[src/hdl/skt_ram.sv]
// skt_ram: generic single-clock RAM, one write port, one registered read port.
// No dependencies.
module skt_ram #(
	parameter int WIDTH = 8,
	parameter int DEPTH = 16
) (
	input  logic                     clk,
	input  logic                     we,
	input  logic [$clog2(DEPTH)-1:0] waddr,
	input  logic [WIDTH-1:0]         wdata,
	input  logic                     re,
	input  logic [$clog2(DEPTH)-1:0] raddr,
	output logic [WIDTH-1:0]         rdata
);

	logic [WIDTH-1:0] mem [DEPTH];

	always_ff @(posedge clk) begin
		if (we) begin
			mem[waddr] <= wdata;
		end
		if (re) begin
			rdata <= mem[raddr];
		end
	end

endmodule

[config.mk]
export PLATFORM = sky130hd
export DESIGN_NAME = skt_ram
export DESIGN_NICKNAME = d
export VERILOG_FILES = /design/src/hdl/skt_ram.sv
export SDC_FILE = /design/constraint.sdc
export NUM_CORES = 1
export LEC_CHECK = 0
export BUFFER_PORTS_ARGS = -buffer_cell sky130_fd_sc_hd__buf_2
export CORE_AREA = 2 2 82 116
export DETAILED_ROUTE_END_ITERATION = 8
export DIE_AREA = 0 0 84 118
export HOLD_SLACK_MARGIN = 0.1
export PLACE_DENSITY_LB_ADDON = 0.25
export SYNTH_ARGS = -nofsm -noshare
export SYNTH_HDL_FRONTEND = slang
export SYNTH_SLANG_ARGS = --single-unit
[constraint.sdc]
create_clock -name clk -period 2.9 [get_ports clk]
set_input_delay 0.87 -clock clk [delete_from_list [all_inputs] [get_ports clk]]
set_output_delay 0.87 -clock clk [all_outputs]
set_load 0.005 [all_outputs]
== After elaboration in Yosys (flattened, before gate mapping) ==
Memory sizes are Yosys's and may differ from the RTL's. A register that Yosys moved wholly into a read port is not among the register bits.
Cells that the tools add are included.
Word-level totals
  memories kept: 1
  register bits: 0
  word-level logic and storage cells: 3
  output and inout port bits: 8
  bits of input ports: 19
  RAM bits: 128
Memories
  mem: depth 16, bits a word 8, rd ports 1, clocked after Yosys merged registers in 1, wr ports 1, line 16  | logic [WIDTH-1:0] mem [DEPTH];
Cells by class
  mux-type cells: 2
Operator list (count)
  two-way mux 1 bit: 2

== Longest topological paths before layout ==
  depth in word-level cells: 2
  mapped depth: 5
  gate-level depth less buffers: 3

== Worst setup path after synthesis ==
Ideal clock, no wire load.
  path type: input-to-reg
  start: in waddr[2]
  end: mem mem[0][0] (enable)
  path buffers: 0
  arrival time: 1980 ps
  library setup time: 383 ps
  slack: 537 ps
  stages on the path: 2
  data required time: 2517 ps
  cell sequence: or3b_2 -> nor3_1
RTL lines
  start, declared: line 9  | input logic [$clog2(DEPTH)-1:0] waddr,
  end, declared: line 16
No word-level cell before the write port.

==> results.sh <==
export IMPL_reg2reg_slack_ns=1.39
export IMPL_antenna_cells=0
export IMPL_cts_tree="yes"
export IMPL_fmax_mhz=488
export IMPL_finalSetupTns_ns=0
export IMPL_drc_errors=0
export IMPL_cts_resized=0
export IMPL_synth_top_area_cell="edfxtp_1"
export IMPL_drive_above_1_share_pct=31.0
export IMPL_cts_buffer_depth=2
export IMPL_crit_type="input port to flop"
export IMPL_tightest_slew_ns=0.707
export IMPL_p_leak_nw=2.11
export IMPL_clkLatencyLatePin_ns=0.41
export IMPL_pre_cts_ws_ns=0.428
export IMPL_first_pass_iters=4
export IMPL_ir_drop_mv=0.506
export IMPL_antenna_left=0
export IMPL_areaGrowthSynthToFinish_pct=17.7
export IMPL_grt_pass1_wl_um=14800
export IMPL_max_stage_delay_ns=0.61
export IMPL_die_x_um=84
export IMPL_cp_required_ns=3.05
export IMPL_hold_end="rdata[1]"
export IMPL_die_h_um=118
export IMPL_hp_class="flop to flop"
export IMPL_synthesis_nets=248
export IMPL_vias_per_cell=6.05
export IMPL_cts_buffers=17
export IMPL_skew_ns=0.00471
export IMPL_n_fill_cell=547
export IMPL_reg2reg_depth=3
export IMPL_crit_chain="buf_2 -> buf_12 -> mux4_1 -> a22oi_1 -> nand2_1"
export IMPL_netlist_instances=229
export IMPL_fin_crit_sh_pct=70.6
export IMPL_vias=2445
export IMPL_finalHoldViolations=0
export IMPL_synth_cell_types=18
export IMPL_path_clk_slew_ns=0.05
export IMPL_place_port_buffers=26
export IMPL_rr_endpoint="rdata[2]"
export IMPL_setup_viol=0
export IMPL_cpMaxStageDelayCell="mux4_1"
export IMPL_yosysTopAreaCellShare_pct=78.1
export IMPL_power_density_mw_per_mm2=727
export IMPL_grt_pass1_vias=2615
export IMPL_syn_area_per_cell_um2=22.8
export IMPL_gp_congestion=0.720
export IMPL_grt_usage_pct=21.2
export IMPL_cts_sinks=136
export IMPL_end_kind="flop"
export IMPL_overflow=0
export IMPL_antenna_found_initial=0
export IMPL_worstHoldPathCells=3
export IMPL_cp_num_buf_inv=2
export IMPL_synthArstFlopShare_pct=0
export IMPL_final_nets=304
export IMPL_cap_violations=0
export IMPL_yosys_warnings=0
export IMPL_critical_path_max_fanout=32
export IMPL_total_power_mw=4.48
export IMPL_min_period_ns=2.05
export IMPL_wl_per_cell_um=23.5
export IMPL_finalWorstSetupSlack_ns=0.853
export IMPL_cts_htree_levels=4
export IMPL_num_rows=41
export IMPL_coreArea_mm2=0.00887
export IMPL_grt_max_degree=33
export IMPL_ys_flop_type="edfxtp_1"
export IMPL_synth_seq_cells=136
export IMPL_synth_edf_count=136
export IMPL_rsz0062_at_grt="no"
export IMPL_cts_root_buffer="clkbuf_16"
export IMPL_dp_hpwl_um=6170
export IMPL_critPathLaunchType="input port"
export IMPL_cts_hold_buf=0
export IMPL_cp_num_cells=5
export IMPL_ioPinCount=27
export IMPL_min_from="mem[15][1]"
export IMPL_wirelength_um=9490
export IMPL_synth_most_common_cell="edfxtp_1"
export IMPL_first_iter_violations=241
export IMPL_ys_top_cells_by_area="edfxtp_1 78%, mux4_2 7.8%, mux4_1 7.0%"
export IMPL_cp_top_family="multiplexers"
export IMPL_start_util_pct=58.9
export IMPL_fp_dieArea_mm2=0.00991
export IMPL_netlist_area_mm2=0.00523
export IMPL_yosysSeqAreaShare_pct=78.1
export IMPL_worstPathArrival_ns=2.20
export IMPL_cts_setup_buffers=0
export IMPL_netlist_top_cells_count="136 x edfxtp_1, 18 x mux4_2, 16 x a22oi_1, 14 x mux4_1, 13 x nor2_1"
export IMPL_outcome="finished clean"
export IMPL_relSlewSlack_pct=52.7
export IMPL_drv_slew=0
export IMPL_rr_startpoint="mem[10][2]"
export IMPL_hold_slack_ns=0.751
sequential cells by signal (all words and copies together), names as in the netlist:
signal  flops
mem       128
rdata       8
layer usage:
| layer | vias to the layer above | GRT usage, % | share of wire, % | wire length [um] |
|---|---|---|---|---|
| met2 | 88 | 35.0 | 54 | 5110 |
| met3 | 14 | 7.01 | 5.8 | 551 |
| met4 | 0 | 8.06 | 1.6 | 152 |
| met5 | - | 0 | 0 | 0 |
| met1 | 1252 | 26.2 | 39 | 3680 |
| li1 | 1091 | - | - | - |
kinds of logic after synthesis:
family	Yosys count	synth area share, %
buffers and inverters	10	1.65
and+or+nand+nor	35	3.14
muxes	32	14.8
DFF	136	78.1
AOI/OAI and AO/OA	16	2.30
final cells by class:
class                      count  area (um2)  share of cell area [%]
sequential                   136        4080                    66.4
multi-input combinational     83        1060                    17.2
clock buffer                  19         433                    7.03
tap                          107         134                    2.18
clock inverter                12         134                    2.18
timing repair buffer          47         313                    5.08
per-stage QoR:
stage / util [%] / instance area, um2 / cells
CTS: 69.4 / 6150 / 404
detailed placement: 63.0 / 5590 / 373
global route: 69.4 / 6150 / 404
finish: 69.4 / 6150 / 404
global placement: 63.0 / 5590 / 373
floorplan: - / 5230 / 229
tightest hold or removal path, stage by stage (launching register included):
cell      delay (ns)
edfxtp_1        0.31
mux4_2          0.22
a22oi_1         0.06
nand2_1         0.06
worst max path at each step:
stage | start | to
final | raddr[0] | rdata[1]
after global routing | raddr[0] | rdata[1]
after CTS | raddr[0] | rdata[1]
after detailed placement | raddr[0] | rdata[1]
after global placement | raddr[0] | rdata[1]
after floorplan | waddr[2] | mem[0][0]
layout by cell type (no fill, tap or decap), types with 2 or more instances in the layout:
cell type / instances
buf_2: 26
bufinv_16: 3
mux4_1: 14
clkinv_1: 3
clkbuf_16: 17
edfxtp_1: 136
mux4_2: 18
a22oi_1: 16
clkinv_2: 5
nand2_1: 9
buf_4: 19
nor2_1: 13
nor3_1: 4
clkbuf_1: 2
nand3b_1: 2
nand2b_1: 2
buf_12: 2
where the power goes:
group	internal (mW)	total [mW]	switching, mW
logic	0.0874	0.200	0.112
registers	2.22	2.23	0.0111
clock network	1.33	2.05	0.722
Power figures use the tool's default switching activity.
