$ cat src/hdl/skt_pkg.sv
// skt_pkg: shared sizes, codes and structs for the sorted key table.
// Used by skt_ctrl and sorted_key_table; no dependencies.
package skt_pkg;

	localparam int DEPTH     = 64;
	localparam int KEY_BYTES = 8;

	localparam int KEY_W    = 64;
	localparam int HANDLE_W = 32;
	localparam int ENTRY_W  = KEY_W + HANDLE_W;
	localparam int ADDR_W   = $clog2(DEPTH);
	localparam int CNT_W    = $clog2(DEPTH + 1);
	localparam int PORT_W   = 7;
	localparam int CAP_W    = 7;
	localparam int MODE_W   = 2;
	localparam int STATUS_W = 3;

	localparam logic [CAP_W-1:0] CAP_RESET = CAP_W'(64);

	// only the leading KEY_BYTES bytes of a key take part
	localparam logic [KEY_W-1:0] KEY_MASK = {KEY_W{1'b1}} << ((8 - KEY_BYTES) * 8);

	localparam logic [MODE_W-1:0] MODE_INSERT = 2'd0;
	localparam logic [MODE_W-1:0] MODE_REMOVE = 2'd1;
	localparam logic [MODE_W-1:0] MODE_SEARCH = 2'd2;

	localparam logic [STATUS_W-1:0] STAT_INSERTED  = 3'd0;
	localparam logic [STATUS_W-1:0] STAT_DUPLICATE = 3'd1;
	localparam logic [STATUS_W-1:0] STAT_FULL      = 3'd2;
	localparam logic [STATUS_W-1:0] STAT_REMOVED   = 3'd3;
	localparam logic [STATUS_W-1:0] STAT_NOT_FOUND = 3'd4;
	localparam logic [STATUS_W-1:0] STAT_FOUND     = 3'd5;

	typedef struct packed {
		logic               re;
		logic [ADDR_W-1:0]  raddr;
		logic               we;
		logic [ADDR_W-1:0]  waddr;
		logic [ENTRY_W-1:0] wdata;
	} mem_req_t;

	typedef struct packed {
		logic [STATUS_W-1:0] status;
		logic [PORT_W-1:0]   position;
		logic [HANDLE_W-1:0] stored_handle;
		logic [PORT_W-1:0]   entry_count;
	} result_t;

endpackage

$ cat src/hdl/skt_ctrl.sv
// skt_ctrl: request sequencer - binary search over the entry RAM, then
// an entry-by-entry shift for insert and remove. Depends on skt_pkg.
module skt_ctrl import skt_pkg::*; (
	input  logic                clk,
	input  logic                arst_n,
	input  logic                in_valid,
	output logic                in_stall,
	input  logic [MODE_W-1:0]   mode,
	input  logic [KEY_W-1:0]    key,
	input  logic [HANDLE_W-1:0] handle,
	input  logic [CAP_W-1:0]    capacity,
	output mem_req_t            mem_req,
	input  logic [ENTRY_W-1:0]  mem_rdata,
	output logic                res_valid,
	input  logic                res_ready,
	output result_t             res
);

	typedef enum logic [2:0] {
		S_IDLE, S_SEARCH, S_CMP, S_DECIDE, S_SHIFT, S_DONE
	} state_t;

	state_t              state_q;
	logic [MODE_W-1:0]   mode_q;
	logic [KEY_W-1:0]    key_q;
	logic [HANDLE_W-1:0] handle_q;
	logic [CNT_W-1:0]    lo_q, hi_q, occ_q, rem_q;
	logic [ADDR_W-1:0]   mid_q, rd_q, wa_q;
	logic                hit_q, pend_q, ins_q;
	logic [HANDLE_W-1:0] got_q;
	result_t             res_q;

	logic [CNT_W-1:0]    mid_c, occ_m1, lo_p1;
	logic [KEY_W-1:0]    rkey;
	logic [HANDLE_W-1:0] rhandle;
	logic                full;

	assign mid_c   = lo_q + ((hi_q - lo_q) >> 1);
	assign occ_m1  = occ_q - CNT_W'(1);
	assign lo_p1   = lo_q + CNT_W'(1);
	assign rkey    = mem_rdata[ENTRY_W-1 -: KEY_W];
	assign rhandle = mem_rdata[HANDLE_W-1:0];
	assign full    = (occ_q >= CNT_W'(DEPTH)) || (32'(occ_q) >= 32'(capacity));

	assign in_stall  = (state_q != S_IDLE);
	assign res_valid = (state_q == S_DONE);
	assign res       = res_q;

	always_comb begin
		mem_req = '0;
		case (state_q)
			S_SEARCH: begin
				if (lo_q < hi_q) begin
					mem_req.re    = 1'b1;
					mem_req.raddr = mid_c[ADDR_W-1:0];
				end
			end
			S_SHIFT: begin
				if (rem_q != '0) begin
					mem_req.re    = 1'b1;
					mem_req.raddr = rd_q;
				end
				if (pend_q) begin
					mem_req.we    = 1'b1;
					mem_req.waddr = wa_q;
					mem_req.wdata = mem_rdata;
				end else if (rem_q == '0 && ins_q) begin
					// all moves landed: drop the new word into the gap
					mem_req.we    = 1'b1;
					mem_req.waddr = lo_q[ADDR_W-1:0];
					mem_req.wdata = {key_q, handle_q};
				end
			end
			default: begin
			end
		endcase
	end

	always_ff @(posedge clk or negedge arst_n) begin
		if (!arst_n) begin
			state_q <= S_IDLE;
			occ_q   <= '0;
			pend_q  <= 1'b0;
		end else begin
			case (state_q)
				S_IDLE: begin
					if (in_valid) begin
						mode_q   <= mode;
						key_q    <= key & KEY_MASK;
						handle_q <= handle;
						lo_q     <= '0;
						hi_q     <= occ_q;
						hit_q    <= 1'b0;
						got_q    <= '0;
						state_q  <= S_SEARCH;
					end
				end
				S_SEARCH: begin
					if (lo_q < hi_q) begin
						mid_q   <= mid_c[ADDR_W-1:0];
						state_q <= S_CMP;
					end else begin
						state_q <= S_DECIDE;
					end
				end
				S_CMP: begin
					if (rkey < key_q) begin
						lo_q <= CNT_W'(mid_q) + CNT_W'(1);
					end else begin
						// last upper-bound move is the lower-bound entry itself
						hi_q  <= CNT_W'(mid_q);
						hit_q <= (rkey == key_q);
						got_q <= rhandle;
					end
					state_q <= S_SEARCH;
				end
				S_DECIDE: begin
					res_q.position      <= PORT_W'(lo_q);
					res_q.stored_handle <= '0;
					res_q.entry_count   <= PORT_W'(occ_q);
					pend_q              <= 1'b0;
					state_q             <= S_DONE;
					case (mode_q)
						MODE_INSERT: begin
							if (full) begin
								res_q.status <= STAT_FULL;
							end else if (hit_q) begin
								res_q.status <= STAT_DUPLICATE;
							end else begin
								res_q.status      <= STAT_INSERTED;
								res_q.entry_count <= PORT_W'(occ_q + CNT_W'(1));
								occ_q             <= occ_q + CNT_W'(1);
								ins_q             <= 1'b1;
								rem_q             <= occ_q - lo_q;
								rd_q              <= occ_m1[ADDR_W-1:0];
								state_q           <= S_SHIFT;
							end
						end
						MODE_REMOVE: begin
							if (hit_q) begin
								res_q.status        <= STAT_REMOVED;
								res_q.stored_handle <= got_q;
								res_q.entry_count   <= PORT_W'(occ_m1);
								occ_q               <= occ_m1;
								ins_q               <= 1'b0;
								rem_q               <= occ_m1 - lo_q;
								rd_q                <= lo_p1[ADDR_W-1:0];
								state_q             <= S_SHIFT;
							end else begin
								res_q.status <= STAT_NOT_FOUND;
							end
						end
						default: begin
							if (hit_q) begin
								res_q.status        <= STAT_FOUND;
								res_q.stored_handle <= got_q;
							end else begin
								res_q.status <= STAT_NOT_FOUND;
							end
						end
					endcase
				end
				S_SHIFT: begin
					// one move per cycle: read here, write one step over next cycle
					if (rem_q != '0) begin
						rem_q  <= rem_q - CNT_W'(1);
						rd_q   <= ins_q ? rd_q - ADDR_W'(1) : rd_q + ADDR_W'(1);
						wa_q   <= ins_q ? rd_q + ADDR_W'(1) : rd_q - ADDR_W'(1);
						pend_q <= 1'b1;
					end else begin
						pend_q <= 1'b0;
						if (!pend_q) begin
							state_q <= S_DONE;
						end
					end
				end
				S_DONE: begin
					if (res_ready) begin
						state_q <= S_IDLE;
					end
				end
				default: begin
					state_q <= S_IDLE;
				end
			endcase
		end
	end

endmodule

$ cat config.mk
export PLATFORM = sky130hd
export DESIGN_NAME = skt_ctrl
export DESIGN_NICKNAME = d
export VERILOG_FILES = /design/src/hdl/skt_pkg.sv /design/src/hdl/skt_ctrl.sv
export SDC_FILE = /design/constraint.sdc
export NUM_CORES = 1
export LEC_CHECK = 0
export BUFFER_PORTS_ARGS = -buffer_cell sky130_fd_sc_hd__buf_2
export CAP_MARGIN = 10
export CORE_MARGIN = 8
export CORE_UTILIZATION = 40
export CTS_BUF_LIST = sky130_fd_sc_hd__clkbuf_8
export CTS_CLUSTER_SIZE = 16
export DETAILED_ROUTE_END_ITERATION = 16
export PLACE_DENSITY_LB_ADDON = 0.2
export SYNTH_ARGS = -nofsm -noshare
export SYNTH_HDL_FRONTEND = slang
export SYNTH_SLANG_ARGS = --single-unit
$ cat constraint.sdc
create_clock -name clk -period 7.6 [get_ports clk]
set_clock_uncertainty 0.1 [all_clocks]
set_input_delay 0.76 -clock clk [delete_from_list [all_inputs] [get_ports clk]]
set_output_delay 0.76 -clock clk [all_outputs]
set_load 0.05 [all_outputs]
Word-level counts from Yosys, hierarchy flattened
Cells that the tools add are included.
{"block": "word_totals", "ff_bits": 231, "input_bits": 205, "out_inout_bits": 161, "word_cells": 135}
{"block": "op_classes", "n_addsub": 11, "n_lt_le_gt_ge": 4, "n_eq_ne": 21, "mux": 60, "n_reduce_logical": 20}
{"cell": "$mux W103", "count": 3}
{"cell": "$pmux W32 S2", "count": 2}
{"cell": "$pmux W7 S2", "count": 7}
{"cell": "$mux W32", "count": 3}
{"cell": "$mux W7", "count": 13}
{"cell": "$eq A64 B64 Y1", "count": 1}
{"cell": "$lt A64 B64 Y1", "count": 1}
{"cell": "$mux W39", "count": 1}
{"cell": "$mux W6", "count": 6}
{"cell": "$pmux W6 S2", "count": 2}
{"cell": "$sub A7 B7 Y7", "count": 3}
{"cell": "$mux W3", "count": 6}
{"cell": "$ne A2 B2 Y1 const B", "count": 9}
{"cell": "$pmux W3 S6", "count": 1}
{"cell": "$sub A7 B1 Y7 const B", "count": 2}
{"cell": "$add A6 B1 Y6 const B", "count": 2}
{"cell": "$ne A3 B3 Y1 const B", "count": 4}
{"cell": "$reduce_and A3 Y1", "count": 4}
{"cell": "$reduce_and A4 Y1", "count": 3}
{"cell": "$mux W1", "count": 11}
{"cell": "$pmux W1 S2", "count": 4}
{"cell": "$add A6 B1 Y7 const B", "count": 1}
{"cell": "$add A7 B1 Y7 const B", "count": 1}
{"cell": "$ge A7 B7 Y1", "count": 1}
{"cell": "21 further kinds", "count": 25}

Longest topological paths before layout
{"block": "depth", "word_depth": 5, "mapped_depth": 15}

Worst setup path after synthesis
OpenSTA, ideal clock, no wires.
{"block": "synth_timing", "path_type": "flip-flop to flip-flop", "startpoint": "reg state_q[1]", "endpoint": "reg lo_q[0], enable pin", "setup_time_ps": 324, "t_arrival_ps": 5839, "t_required_ps": 7176, "setup_slack_ps": 1337, "path_stages_with_launch": 4, "period_less_slack_ps": 6263, "path_cell_list": "dfrtp_1 -> or3_1 -> nor2_1 -> a31o_2"}
{"block": "synth_via", "elab_chain_cells": 3, "word_cells_on_any_way": 6, "classes_between": "3 x eq/ne; 3 x reduce/logical"}
{"element": "start: declaration", "line": "skt_ctrl.sv:23", "source": "state_t state_q;"}
{"element": "start signal: assignment", "line": "skt_ctrl.sv:81", "source": "state_q <= S_IDLE;"}
{"element": "start signal: assignment", "line": "skt_ctrl.sv:95", "source": "state_q <= S_SEARCH;"}
{"element": "start signal: assignment", "line": "skt_ctrl.sv:101", "source": "state_q <= S_CMP;"}
{"element": "$eq A3 B2 Y1 or $logic_not A3 Y1 (tied branches)", "line": "skt_ctrl.sv:85", "source": "case (state_q)"}
{"element": "$ne A2 B2 Y1 (no line) or $reduce_bool A2 Y1 (tied branches)"}
{"element": "$reduce_and A4 Y1 (no line) (*)"}
{"element": "end signal: assignment", "line": "skt_ctrl.sv:108", "source": "lo_q <= CNT_W'(mid_q) + CNT_W'(1);"}
{"element": "end: declaration", "line": "skt_ctrl.sv:27", "source": "logic [CNT_W-1:0] lo_q, hi_q, occ_q, rem_q;"}
Every way passes the cells marked *; elsewhere a longest branch is shown, timed or not.
A chain may end at the register's enable or synchronous reset.

==> results.md <==
- Sw frac: a little under two fifths
- Maximum ir drop on the vdd rail: 0.130 mV
- Total count of max-transition violations in the final report: 0
- Final worst path period need: 5.00 ns
- Static leakage power: 6.87 nW
- Full die area: 37700 um2
- Vias per cell: 5.23
- Crit path DAT: between 4 and 5 ns
- Register bit total from synthesis: ~230
- CTS Buffer Depth: 3
- Slowest Stage Delay on Critical Path: 0.49 ns
- Count of buffers added by post-CTS timing repair for setup: 0
- Most common cell after layout, fill and taps aside: buf_2
- Relative area change from synthesis to final layout: 22.8%
- Die outline width: 194 um
- Total standard cell area after synthesis: roughly 13000 um2
- Final count of negative-setup-slack endpoints: 0
- RSZ-0062 raised after global routing: no
- Max H-tree Level: 2
- Flop2flop setup slack: 4.15 ns
- Gate power share: 32.1%
- Clk Tree Root Cell: clkbuf_8
- Number of rows created at floorplan: 65
- Detailed placer's ending HPWL: 30100 um
- CTS clock-pin slew for the worst setup and hold paths: about 0.060 ns
- Share of final-layout standard cells stronger than drive strength 1: 30.8%
- Global route total overflow: 0
- Core area: around 31000 um2
- Iteration-0 DRC count of the detailed router: approximately 630
- Clock network fraction of total power: 25.6%
- Last weighted congestion value of the routability-driven placer: a little under 0.9
- Final worst-path cycle share: between 60 and 70%
- Sum of met2 wire segment lengths after detailed routing: 19000 um
- Leading register cell type out of synthesis: edfxtp_1
- Die Ht: between 150 and 200 um
- Cells after Synth: 1074
- Class of the most critical setup path: flop to primary output
- Net switching power figure: 1.51 mW
- Io pins: 366
- Post-Synthesis Net Count: 1379
- GRT Overall Usage: 19.9%
- Total negative slack: 0 ns
- Final hold viol count: 0
- Power density of the placed cells: 264 nW/um2
- Remaining routing DRC violations: 0
- Internal Pwr Total: between 2 and 3 mW
- Highest signal layer in the routed design: met5
- Max_slew headroom: ~34%
- Proportion of register bits with asynchronous set or reset after synthesis: under 10%
- Starting utilization of the core area: 40.4%
- Combined area of the multi-input logic cells: 5180 um2
- Largest net degree at the start of global routing: between 70 and 80
- Antenna violations before repair: 11
- Startpoint type of the worst setup path: flop
- Post-DRT Antenna Nets: 0
- Crit-path max FO: 6
- Final standard cell utilization of the core: 49.6%
- Post-synthesis area per instance: 11.8 um2
- Vias in the first global route: between 10000 and 15000
- Netlist cell types: 73
- Slowest CP cell: edfxtp_1
- Commonest cells after routing, fill and taps aside: buf_2 (365), edfxtp_1 (220), inv_1 (112)
- Slew at the pin closest to its max-slew limit: 0.982 ns
- Nets: ~1700
- Global-route wire length before repair: 59100 um
- CTS Hold Bufs: 0
- Required time reported for the critical path endpoint: 6.74 ns
- 1st-pass router iterations: 5
- Element type at the critical path end: primary output
- DR vias: 9791
- Total Power Consumption: 4.11 mW
- Port Buffers: 365
- Filler Cells Inserted: 2928
- Outcome: completed
- Wl on met1: 15500 um
- Count of flip-flops with a built-in enable after synthesis: 220
- Critical path cell sequence: inv_1 -> ha_1 -> nor2b_1 -> o21ai_0 -> a21boi_0 -> o21ai_0 -> nor2b_1 -> xnor2_1 -> ha_1 -> a21oi_1 -> o21ai_0 -> xnor2_1 -> xnor2_1 -> a22o_1 -> buf_2
- Hold Path Class: input pin to async pin
- Num CTS Buffers: 40
- Area occupied by registers: 6880 um2
- Sequential area share after synthesis: 54.2%
- Warnings from Yosys: 0
- Max-capacitance violation count: 0
- Seq pwr share: 42.3%
- Clk Latency, worst-skew pair: roughly 0.55 ns
- Met3 wire length: approximately 3300 um
- Routed wirelength normalized by instance count: 20.8 um
- PostCTS Resize Cnt: 0
- Clock sink count: approximately 230
- Wirelength, routed: roughly 39000 um
- Highest attainable clock frequency: 0.200 GHz
- Clock tree from TritonCTS: yes
[path summary, 6_finish.rpt]
path	startpoint	endpoint	cells past startpoint
setup / recovery	lo_q[1]$_SDFFCE_PP0P_	mem_req[108]	15
hold / removal	arst_n	occ_q[0]$_DFFE_PN0P_	1
setup reg to reg	lo_q[1]$_SDFFCE_PP0P_	mid_q[5]$_DFFE_PP_	13
hold reg to reg	got_q[19]$_SDFFCE_PP0P_	res[26]$_DFFE_PP_	1
max in group asynchronous	arst_n	state_q[1]$_DFFE_PN0P_	1
min in group clk	handle[25]	handle_q[25]$_DFFE_PP_	1
[Yosys cell counts, types with 3 or more instances]
library cell	number	share of area, %
and2_1	71	3.5
and3_1	3	0.15
inv_1	104	3.1
xnor2_1	33	2.3
a211oi_1	8	0.47
xor2_1	15	1.0
nor4b_1	3	0.21
nor2b_1	5	0.25
nand2b_1	3	0.15
clkbuf_1	20	0.59
edfxtp_1	220	52
o211ai_1	9	0.53
nand4_1	20	0.99
o22ai_1	5	0.25
ha_1	97	9.6
or3_1	6	0.30
a221oi_1	3	0.21
a31o_2	3	0.21
a31oi_1	3	0.15
a22o_1	109	7.5
dfrtp_1	11	2.2
buf_1	3	0.089
nor3_1	16	0.63
nand3_1	21	0.83
fa_1	3	0.47
o21a_1	3	0.18
buf_2	16	0.63
buf_6	8	0.71
nor2_1	39	1.2
o21ai_0	33	1.3
nand2_1	69	2.0
a21o_1	11	0.65
a21oi_1	46	1.8
[kinds of logic after synthesis]
logic type	share of synthesized area (%)
simple gates	11.8
compound gates	15.2
flops	54.2
buf+inv	5.24
fa+ha+maj	10.0
xor+xnor	3.31
mux	0.246
[critical path: cells and delay by family (launching register included)]
family,cells,cell delay (ns)
xor gates and xnor gates,3,0.53
buffers and inverters,2,0.53
and+or+nand+nor,2,0.35
AOI/OAI and AO/OA,6,1.12
DFF,1,0.49
adders and majority gates,2,0.59
[layer usage]
metal  GRT usage (%)  vias to the layer above
met1            22.8                     4592
met5               0                        -
met4            6.36                       18
met2            34.3                      381
met3            7.20                       75
li1                -                     4725
[area by class of cell]
class                      count  area share (%)
antenna                        3          0.0482
clock buffer                  40            3.53
clock inverter                28            1.08
inverter                     105            2.53
multi-input combinational    689            33.3
sequential                   231            44.2
tap                          402            3.23
timing repair buffer         374            12.2
[registers in the layout, summed over array words and instances (netlist names)]
signal / cells
key_q: 64
res: 49
got_q: 32
handle_q: 32
hi_q: 7
lo_q: 7
occ_q: 7
rem_q: 7
mid_q: 6
rd_q: 6
wa_q: 6
state_q: 3
mode_q: 2
hit_q: 1
ins_q: 1
pend_q: 1
[stage by stage]
step | hold slack [ns] | cell area [um2] | setup slack (ns) | instances
final | 0.0727 | 15600 | 2.60 | 1872
after global routing | 0.0612 | 15600 | 2.18 | 1871
after CTS | 0.0290 | 15600 | 2.58 | 1869
after detailed placement | 0.403 | 14900 | 3.19 | 1801
after global placement | 0.399 | 14900 | 3.26 | 1801
after floorplan | 0.364 | 12700 | 1.34 | 1074
[power by group through the flow]
stage / Clock, mW / Sequential (mW) / Combinational, mW
floorplan: 0 / 1.82 / 0.878
finish: 1.05 / 1.74 / 1.32
global placement: 0 / 1.76 / 1.31
detailed placement: 0 / 1.76 / 1.32
global route: 1.14 / 1.75 / 1.44
CTS: 1.10 / 1.74 / 1.33
(Power assumes the default switching activity.)
